`config.mk`:
```
export PLATFORM = sky130hd
export DESIGN_NAME = obd_cordic_stage
export DESIGN_NICKNAME = d
export VERILOG_FILES = /design/src/hdl/obd_pkg.sv /design/src/hdl/obd_cordic_stage.sv
export SDC_FILE = /design/constraint.sdc
export NUM_CORES = 1
export LEC_CHECK = 0
export ABC_CLOCK_PERIOD_IN_PS = 3200
export BUFFER_PORTS_ARGS = -buffer_cell sky130_fd_sc_hd__buf_2
export CAP_MARGIN = 15
export CORE_UTILIZATION = 52
export CTS_BUF_LIST = sky130_fd_sc_hd__clkbuf_2
export DETAILED_ROUTE_END_ITERATION = 16
export GPL_TIMING_DRIVEN = 0
export HOLD_SLACK_MARGIN = 0.1
export PLACE_DENSITY_LB_ADDON = 0.05
export SLEW_MARGIN = 40
export SYNTH_ARGS = -nofsm -noshare
export SYNTH_HDL_FRONTEND = slang
export SYNTH_SLANG_ARGS = --single-unit
```
`constraint.sdc`:
```
create_clock -name clk -period 3.2 [get_ports clk]
set_input_delay 0.32 -clock clk [delete_from_list [all_inputs] [get_ports clk]]
set_output_delay 0.32 -clock clk [all_outputs]
set_load 0.01 [all_outputs]
```
`src/hdl/obd_pkg.sv`:
```
`timescale 1ns / 1ps
// shared types and constants for the oriented box decoder
// no dependencies

package obd_pkg;

	localparam int unsigned PI_Q12      = 12868;
	localparam int unsigned HALF_PI_Q12 = 6434;
	localparam int unsigned CORDIC_GAIN = 39797;
	localparam int unsigned ATAN_MAX    = 16;

	typedef enum logic [2:0] {
		REG_THRESHOLD = 3'd0,
		REG_PAD_LEFT  = 3'd1,
		REG_PAD_TOP   = 3'd2,
		REG_INV_SCALE = 3'd3,
		REG_IMG_W     = 3'd4,
		REG_IMG_H     = 3'd5,
		REG_CLASSES   = 3'd6
	} reg_index_t;

	// rotation stage payload
	typedef struct packed {
		logic signed [19:0] x;
		logic signed [19:0] y;
		logic signed [21:0] z;
	} cordic_vec_t;

	function automatic logic [16:0] atan_q16(input logic [3:0] i);
		logic [16:0] r;
		case (i)
			4'd0:  r = 17'd51472;
			4'd1:  r = 17'd30386;
			4'd2:  r = 17'd16055;
			4'd3:  r = 17'd8150;
			4'd4:  r = 17'd4091;
			4'd5:  r = 17'd2047;
			4'd6:  r = 17'd1024;
			4'd7:  r = 17'd512;
			4'd8:  r = 17'd256;
			4'd9:  r = 17'd128;
			4'd10: r = 17'd64;
			4'd11: r = 17'd32;
			4'd12: r = 17'd16;
			4'd13: r = 17'd8;
			4'd14: r = 17'd4;
			default: r = 17'd2;
		endcase
		return r;
	endfunction

endpackage

```
`src/hdl/obd_cordic_stage.sv`:
```
`timescale 1ns / 1ps
// one registered cordic micro-rotation
// depends on obd_pkg

module obd_cordic_stage #(
	parameter int unsigned STEP = 0
) (
	input  logic                clk,
	input  logic                en,
	input  obd_pkg::cordic_vec_t d,
	output obd_pkg::cordic_vec_t q
);
	import obd_pkg::*;

	cordic_vec_t nxt;
	logic signed [19:0] dx, dy;
	logic signed [21:0] at;

	always_comb begin
		dx = d.y >>> STEP;
		dy = d.x >>> STEP;
		at = $signed({5'd0, atan_q16(4'(STEP))});
		if (!d.z[21]) begin
			nxt.x = d.x - dx;
			nxt.y = d.y + dy;
			nxt.z = d.z - at;
		end else begin
			nxt.x = d.x + dx;
			nxt.y = d.y - dy;
			nxt.z = d.z + at;
		end
	end

	always_ff @(posedge clk) begin
		if (en) begin
			q <= nxt;
		end
	end

endmodule

```
==> run_results.csv, run 1 <==
group,metric,value,unit
run_status,outcome,"completed",
power,p_leak,3.13,nW
power,ir_drop,0.330,mV
finish,fin_cells,949,
synth,synth-edff-count,61,
finish,nets,945,
synth,synth_top_flop_cell,"edfxtp_1",
routing,first_iter_violations,409,
global_routing,grt-ovfl-total,0,
finish,regMostFlops,"q",
finish,final_common_cell,"buf_2",
cts,post_cts_buffers,0,
finish,multi_input_area,3620,µm²
routing,dr.pass1.iters,5,
placed_design,io_buffer_count,125,
synth,netlist_instances,663,
routing,vias,5545,
die,num_io_pins,126,
worst_setup_path,crit_required,3.54,ns
die,rows,38,
finish,synthToLayoutAreaGrowth,16.4,%
global_routing,grt_max_degree,62,
routing,drt.antenna.violating_nets,0,
die,fp.dieH,108,µm
finish,layout.area.seq,1830,µm²
worst_setup_path,crit_chain,"buf_2 > buf_2 > inv_1 > clkbuf_2 > ha_1 > nor2b_1 > o21a_1 > o21ai_0 > a21oi_1 > a21o_1 > or4b_1 > nand3_1",
worst_setup_path,start_kind,"primary input",
finish,largest_reg_flops,61,
hold_path,hp-class,"in -> reg",
routing,routed_wl,16.5,mm
placed_design,dp_hpwl,12.9,mm
cts,cts.sinks,61,
cts,cts_max_level,3,
routing,via_per_inst,5.84,
worst_setup_path,end_kind,"flop",
synth,syn_nets,804,
sta,rsz0062_at_grt,"false",
synth,synthesis.area,5840,µm²
power,power,2.63,mW
worst_setup_path,crit_buf_inv,4,
synth,avgSynthCellArea,8.82,µm²
synth,synth_warnings,0,
worst_setup_path,cp.depth,12,
cts,clockBufferDepth,2,
global_routing,grt_first_pass_wirelength,25.6,mm
die,start_util,0.537,
finish,final_cell_mix,"buf_2, ha_1, a21oi_1",
worst_setup_path,critical_path_class,"in -> reg",
worst_setup_path,cp_common_cell,"buf_2",
synth,ys_ff_latch,61,
finish,drive_gt1_frac,0.197,
finish,fillCellCount,999,
die,fp.dieW,108,µm
sta,fmax,326,MHz
worst_setup_path,worstSetupEndpoint,"q[18]",
run,drv_cap,0,
routing,wire_per_inst,17.4,µm
sta,hold_viol_final,0,
placed_design,gp_congestion,0.920,
global_routing,antenna_found_initial,0,
placed_design,dp_cells,928,
finish,n_antenna_cell,0,
synth,ys_types,68,
cts,cts_root_buffer,"clkbuf_2",
power,p_per_area,386,nW/µm²
synth,ys_seq_area_frac,0.313,
sta,finalSetupViolCount,0,
worst_setup_path,cpPeakStageDelay,0.51,ns
worst_setup_path,cp_top_family,"buffers and inverters",
cts,clk_pin_slew,0.17,ns
sta,post-route-period-util,0.958,
worst_setup_path,cp_slowest_cell,"or4b_1",
global_routing,grt_use_total,0.285,
die,die_area,11700,µm²
finish,top_regs,"q (61)",
cts,numCtsBuffers,9,
synth,synthArstFlopShare,0,
finish,utilization,0.625,
global_routing,grt_pass1_vias,5197,
worst_setup_path,critPathArrivalTime,3.41,ns
worst_setup_path,path_max_fanout,21,
cts,cts_tree,"yes",
sta,drv_slew,0,
die,core_area,10900,µm²
sta,worst_pin_slew,0.788,ns
sta,period_needed,3.06,ns
sta,relSlewSlack,0.470,
sta,fin_setup_tns,0,ns
routing,drc,0,
worst_setup_path,startpoint,"d[21]",
worst min-delay path by stage:
| stage | startpoint | end | slack [ns] | cells after the start |
|---|---|---|---|---|
| 2_1_floorplan | d[0] | q[0] | 0.42 | 0 |
| 6_report | d[20] | q[21] | 0.23 | 3 |
| 4_1_cts | d[20] | q[21] | 0.17 | 3 |
| 3_5_place_dp | d[3] | q[3] | 0.50 | 1 |
| 3_3_place_gp | d[2] | q[2] | 0.50 | 1 |
| 5_1_grt | d[20] | q[21] | 0.21 | 3 |
per-layer routing:
| layer | vias up | global-route usage | part of all wire |
|---|---|---|---|
| met5 | - | 0 | 0 |
| met4 | 0 | 0.109 | 0.021 |
| met3 | 25 | 0.0368 | 0.082 |
| met2 | 252 | 0.459 | 0.45 |
| met1 | 2597 | 0.387 | 0.44 |
| li1 | 2671 | - | - |
repair_timing:
action                                  CTS  global route
endpoints found under the setup margin    0             0
hold endpoints to repair                  5             0
hold buffers                              5             0
resized for setup                         0             0
tightest hold or removal path, stage by stage:
cell and delay, ns:
buf_2 0.08, ha_1 0.14, a21oi_1 0.04
stage by stage:
step / hold slack (ns) / setup WS, ns / cell area (µm²)
floorplan: 0.419 / 0.203 / 5840
global placement: 0.496 / -0.665 / 6650
detailed placement: 0.498 / -0.260 / 6650
CTS: 0.168 / 0.281 / 6810
global route: 0.206 / 0.0394 / 6810
finish: 0.228 / 0.135 / 6810
synth_stat cells, drive strengths merged (2+ instances only):
master	instances	share of area
ha	73	0.16
a21oi	71	0.061
inv	67	0.043
edfxtp	61	0.31
nor2	51	0.033
o21ai	40	0.034
xnor2	40	0.060
nand2	32	0.021
nand3	23	0.020
a21o	19	0.024
buf	18	0.017
nor3	14	0.012
o21bai	11	0.014
clkbuf	10	0.0064
nor2b	10	0.011
a31oi	8	0.0086
and3	8	0.0086
a211oi	7	0.0090
nand3b	7	0.0090
o211ai	7	0.0090
xor2	7	0.010
a211o	5	0.0075
nor4	5	0.0054
o31ai	5	0.0064
fa	4	0.014
mux2i	4	0.0069
nand2b	4	0.0056
nor3b	4	0.0051
o21a	4	0.0051
o22ai	4	0.0043
or3	4	0.0051
a311oi	3	0.0056
a2111oi	2	0.0032
a21boi	2	0.0026
nand4	2	0.0021
nor4b	2	0.0030
o2111ai	2	0.0030
o221ai	2	0.0030
where the power goes:
group          leakage, nW  total, mW  internal, mW  switching [mW]
clock network       0.0694      0.452         0.182           0.270
logic                 2.47       1.10         0.437           0.661
registers            0.597       1.08          1.05          0.0292
total                 3.13       2.63          1.67           0.960
final cells by class:
class	count	share of cell area
multi-input cells	506	0.532
flip-flops and latches	61	0.269
repair buffers	130	0.0997
inverters	68	0.0375
well taps	140	0.0257
plain buffers	28	0.0202
clock buffers	11	0.00809
clock inverters	5	0.00754
cells by family (layout without fill, tap and decap cells):
logic type / Yosys count / in the layout / share of synthesized area
AO/OA/AOI/OAI: 206 / 206 / 0.223
AND/OR/NAND/NOR: 171 / 171 / 0.147
buffers and inverters: 96 / 242 / 0.0670
adder cells (fa/ha/maj): 77 / 77 / 0.170
flip-flops: 61 / 61 / 0.313
XOR/XNOR: 47 / 47 / 0.0704
multiplexers: 5 / 5 / 0.00878
Note: power is estimated with default switching activity, not from simulation.
==> run 2: changes to the inputs <==
CTS_BUF_LIST = sky130_fd_sc_hd__clkbuf_4   (was sky130_fd_sc_hd__clkbuf_2)
==> run 2 against run 1 <==
Worst setup slack improved by 0.10 ns; critical path type unchanged; first-iteration DRC count fell by 4.4%; largest power group unchanged; highest routed layer unchanged; combinational power barely moved; via count rose by 0.36%; clock-buffer cell count did not move.
==> run_results.csv, run 2 (same netlist as run 1, synthesis figures left out) <==
group,metric,value,unit
global_routing,grt-ovfl-total,0,
global_routing,grt_first_pass_wirelength,25.5,mm
routing,vias,5565,
cts,clk_pin_slew,0.10,ns
worst_setup_path,startpoint,"d[34]",
sta,fmax,337,MHz
placed_design,gp_congestion,0.920,
worst_setup_path,path_max_fanout,5,
die,start_util,0.537,
global_routing,grt_busiest_layer,"met2",
worst_setup_path,end_kind,"flop",
sta,post-route-period-util,0.926,
placed_design,dp_slack,-0.260,ns
die,rows,38,
finish,nets,944,
global_routing,antenna_found_initial,0,
placed_design,dp_hpwl,12.9,mm
sta,worst_pin_slew,0.774,ns
sta,fin_ws,0.236,ns
routing,routed_wl,16.4,mm
worst_setup_path,crit_chain,"buf_2 > inv_1 > ha_1 > nor4_1 > nand2_1 > a311oi_1 > o21ai_0 > a31oi_1 > nor3_1 > xnor2_1",
die,fp.dieW,108,µm
routing,drt.antenna.violating_nets,0,
routing,dr.pass1.iters,6,
worst_setup_path,cpPeakStageDelay,0.71,ns
worst_setup_path,crit_buf_inv,2,
worst_setup_path,cp.depth,10,
power,p_leak,3.13,nW
cts,numCtsBuffers,9,
run_status,outcome,"completed",
sta,hold_viol_final,0,
cts,cts_max_level,3,
finish,largest_reg_flops,61,
finish,n_antenna_cell,0,
routing,wire_per_inst,17.3,µm
cts,cts_tree,"yes",
hold_path,hp-class,"in -> reg",
global_routing,groute.layer.met3.usage,0.0386,
worst_setup_path,critPathArrivalTime,3.13,ns
die,num_io_pins,126,
sta,finalSetupViolCount,0,
global_routing,met2_usage,0.453,
die,die_area,11700,µm²
power,p_per_area,395,nW/µm²
cts,clockBufferDepth,2,
global_routing,grt_max_degree,62,
worst_setup_path,worstSetupEndpoint,"q[41]",
finish,fin_area,6830,µm²
global_routing,grtUsageMet1,0.387,
global_routing,grt_use_total,0.283,
sta,rsz0062_at_grt,"false",
placed_design,io_buffer_count,125,
worst_setup_path,crit_required,3.36,ns
worst_setup_path,critical_path_class,"in -> reg",
finish,top_regs,"q (61)",
routing,drc,0,
finish,regMostFlops,"q",
sta,period_needed,2.96,ns
worst_setup_path,start_kind,"primary input",
routing,via_per_inst,5.87,
cts,cts_root_buffer,"clkbuf_4",
sta,relSlewSlack,0.479,
finish,synthToLayoutAreaGrowth,16.8,%
placed_design,placed_cell_area,6650,µm²
finish,drive_gt1_frac,0.197,
global_routing,grt_pass1_vias,5167,
die,fp.dieH,108,µm
cts,cts.sinks,61,
routing,first_iter_violations,391,
cts,post_cts_buffers,0,
finish,utilization,0.627,
die,core_area,10900,µm²
power,ir_drop,0.336,mV
finish,final_cell_mix,"buf_2, ha_1, a21oi_1",
finish,final_common_cell,"buf_2",
sta,drv_slew,0,
worst_setup_path,cp_slowest_cell,"nor4_1",
run,drv_cap,0,
worst_setup_path,cp_top_family,"compound AO/OA/AOI/OAI gates",
[run 2: cell count changes in the layout (fill, tap and decap cells not counted)]
cell           change
clkbuf_2          -12
clkbuf_4          +12
dlygate4sd3_1      -1
[run 2: how the worst min path moves through the flow]
stage          start    to  slack [ns]  cells past startpoint
5_1_grt         d[4]  q[4]        0.23                      2
4_1_cts         d[4]  q[4]        0.20                      2
2_1_floorplan   d[0]  q[0]        0.42                      0
3_5_place_dp    d[3]  q[3]        0.50                      1
3_3_place_gp    d[2]  q[2]        0.50                      1
6_report        d[4]  q[4]        0.23                      2
[run 2: what timing repair did]
| item | 4_1_cts | 5_1_grt |
|---|---|---|
| gates resized for setup | 0 | 2 |
| hold endpoints to repair | 4 | 0 |
| endpoints found under the setup margin | 0 | 3 |
| hold buffers | 4 | 0 |
[run 2: per-layer routing]
layer  vias up  routed length (µm)
li1       2671                   -
met1      2610                7410
met2       260                7380
met3        24                1270
met4         0                 331
met5         -                   0
[run 2: through the flow]
| step | TNS, ns | cells | power, mW | hold WS, ns |
|---|---|---|---|---|
| after floorplan | 0 | 663 | 1.79 | 0.419 |
| after global placement | -4.85 | 928 | 2.14 | 0.496 |
| after detailed placement | -1.15 | 928 | 2.17 | 0.498 |
| after CTS | 0 | 948 | 2.69 | 0.199 |
| after global routing | 0 | 948 | 2.85 | 0.233 |
| final | 0 | 948 | 2.69 | 0.229 |
[run 2: cell type report]
cell class | instances | area (µm²)
repair buffers | 129 | 668
well taps | 140 | 175
clock inverters | 5 | 51.3
fillers | 995 | 4060
inverters | 68 | 255
multi-input cells | 506 | 3620
flip-flops and latches | 61 | 1830
plain buffers | 28 | 140
clock buffers | 11 | 82.6
[run 2: power by group]
| part | switching, mW | internal, mW |
|---|---|---|
| logic | 0.659 | 0.436 |
| clock network | 0.270 | 0.251 |
| registers | 0.0290 | 1.05 |
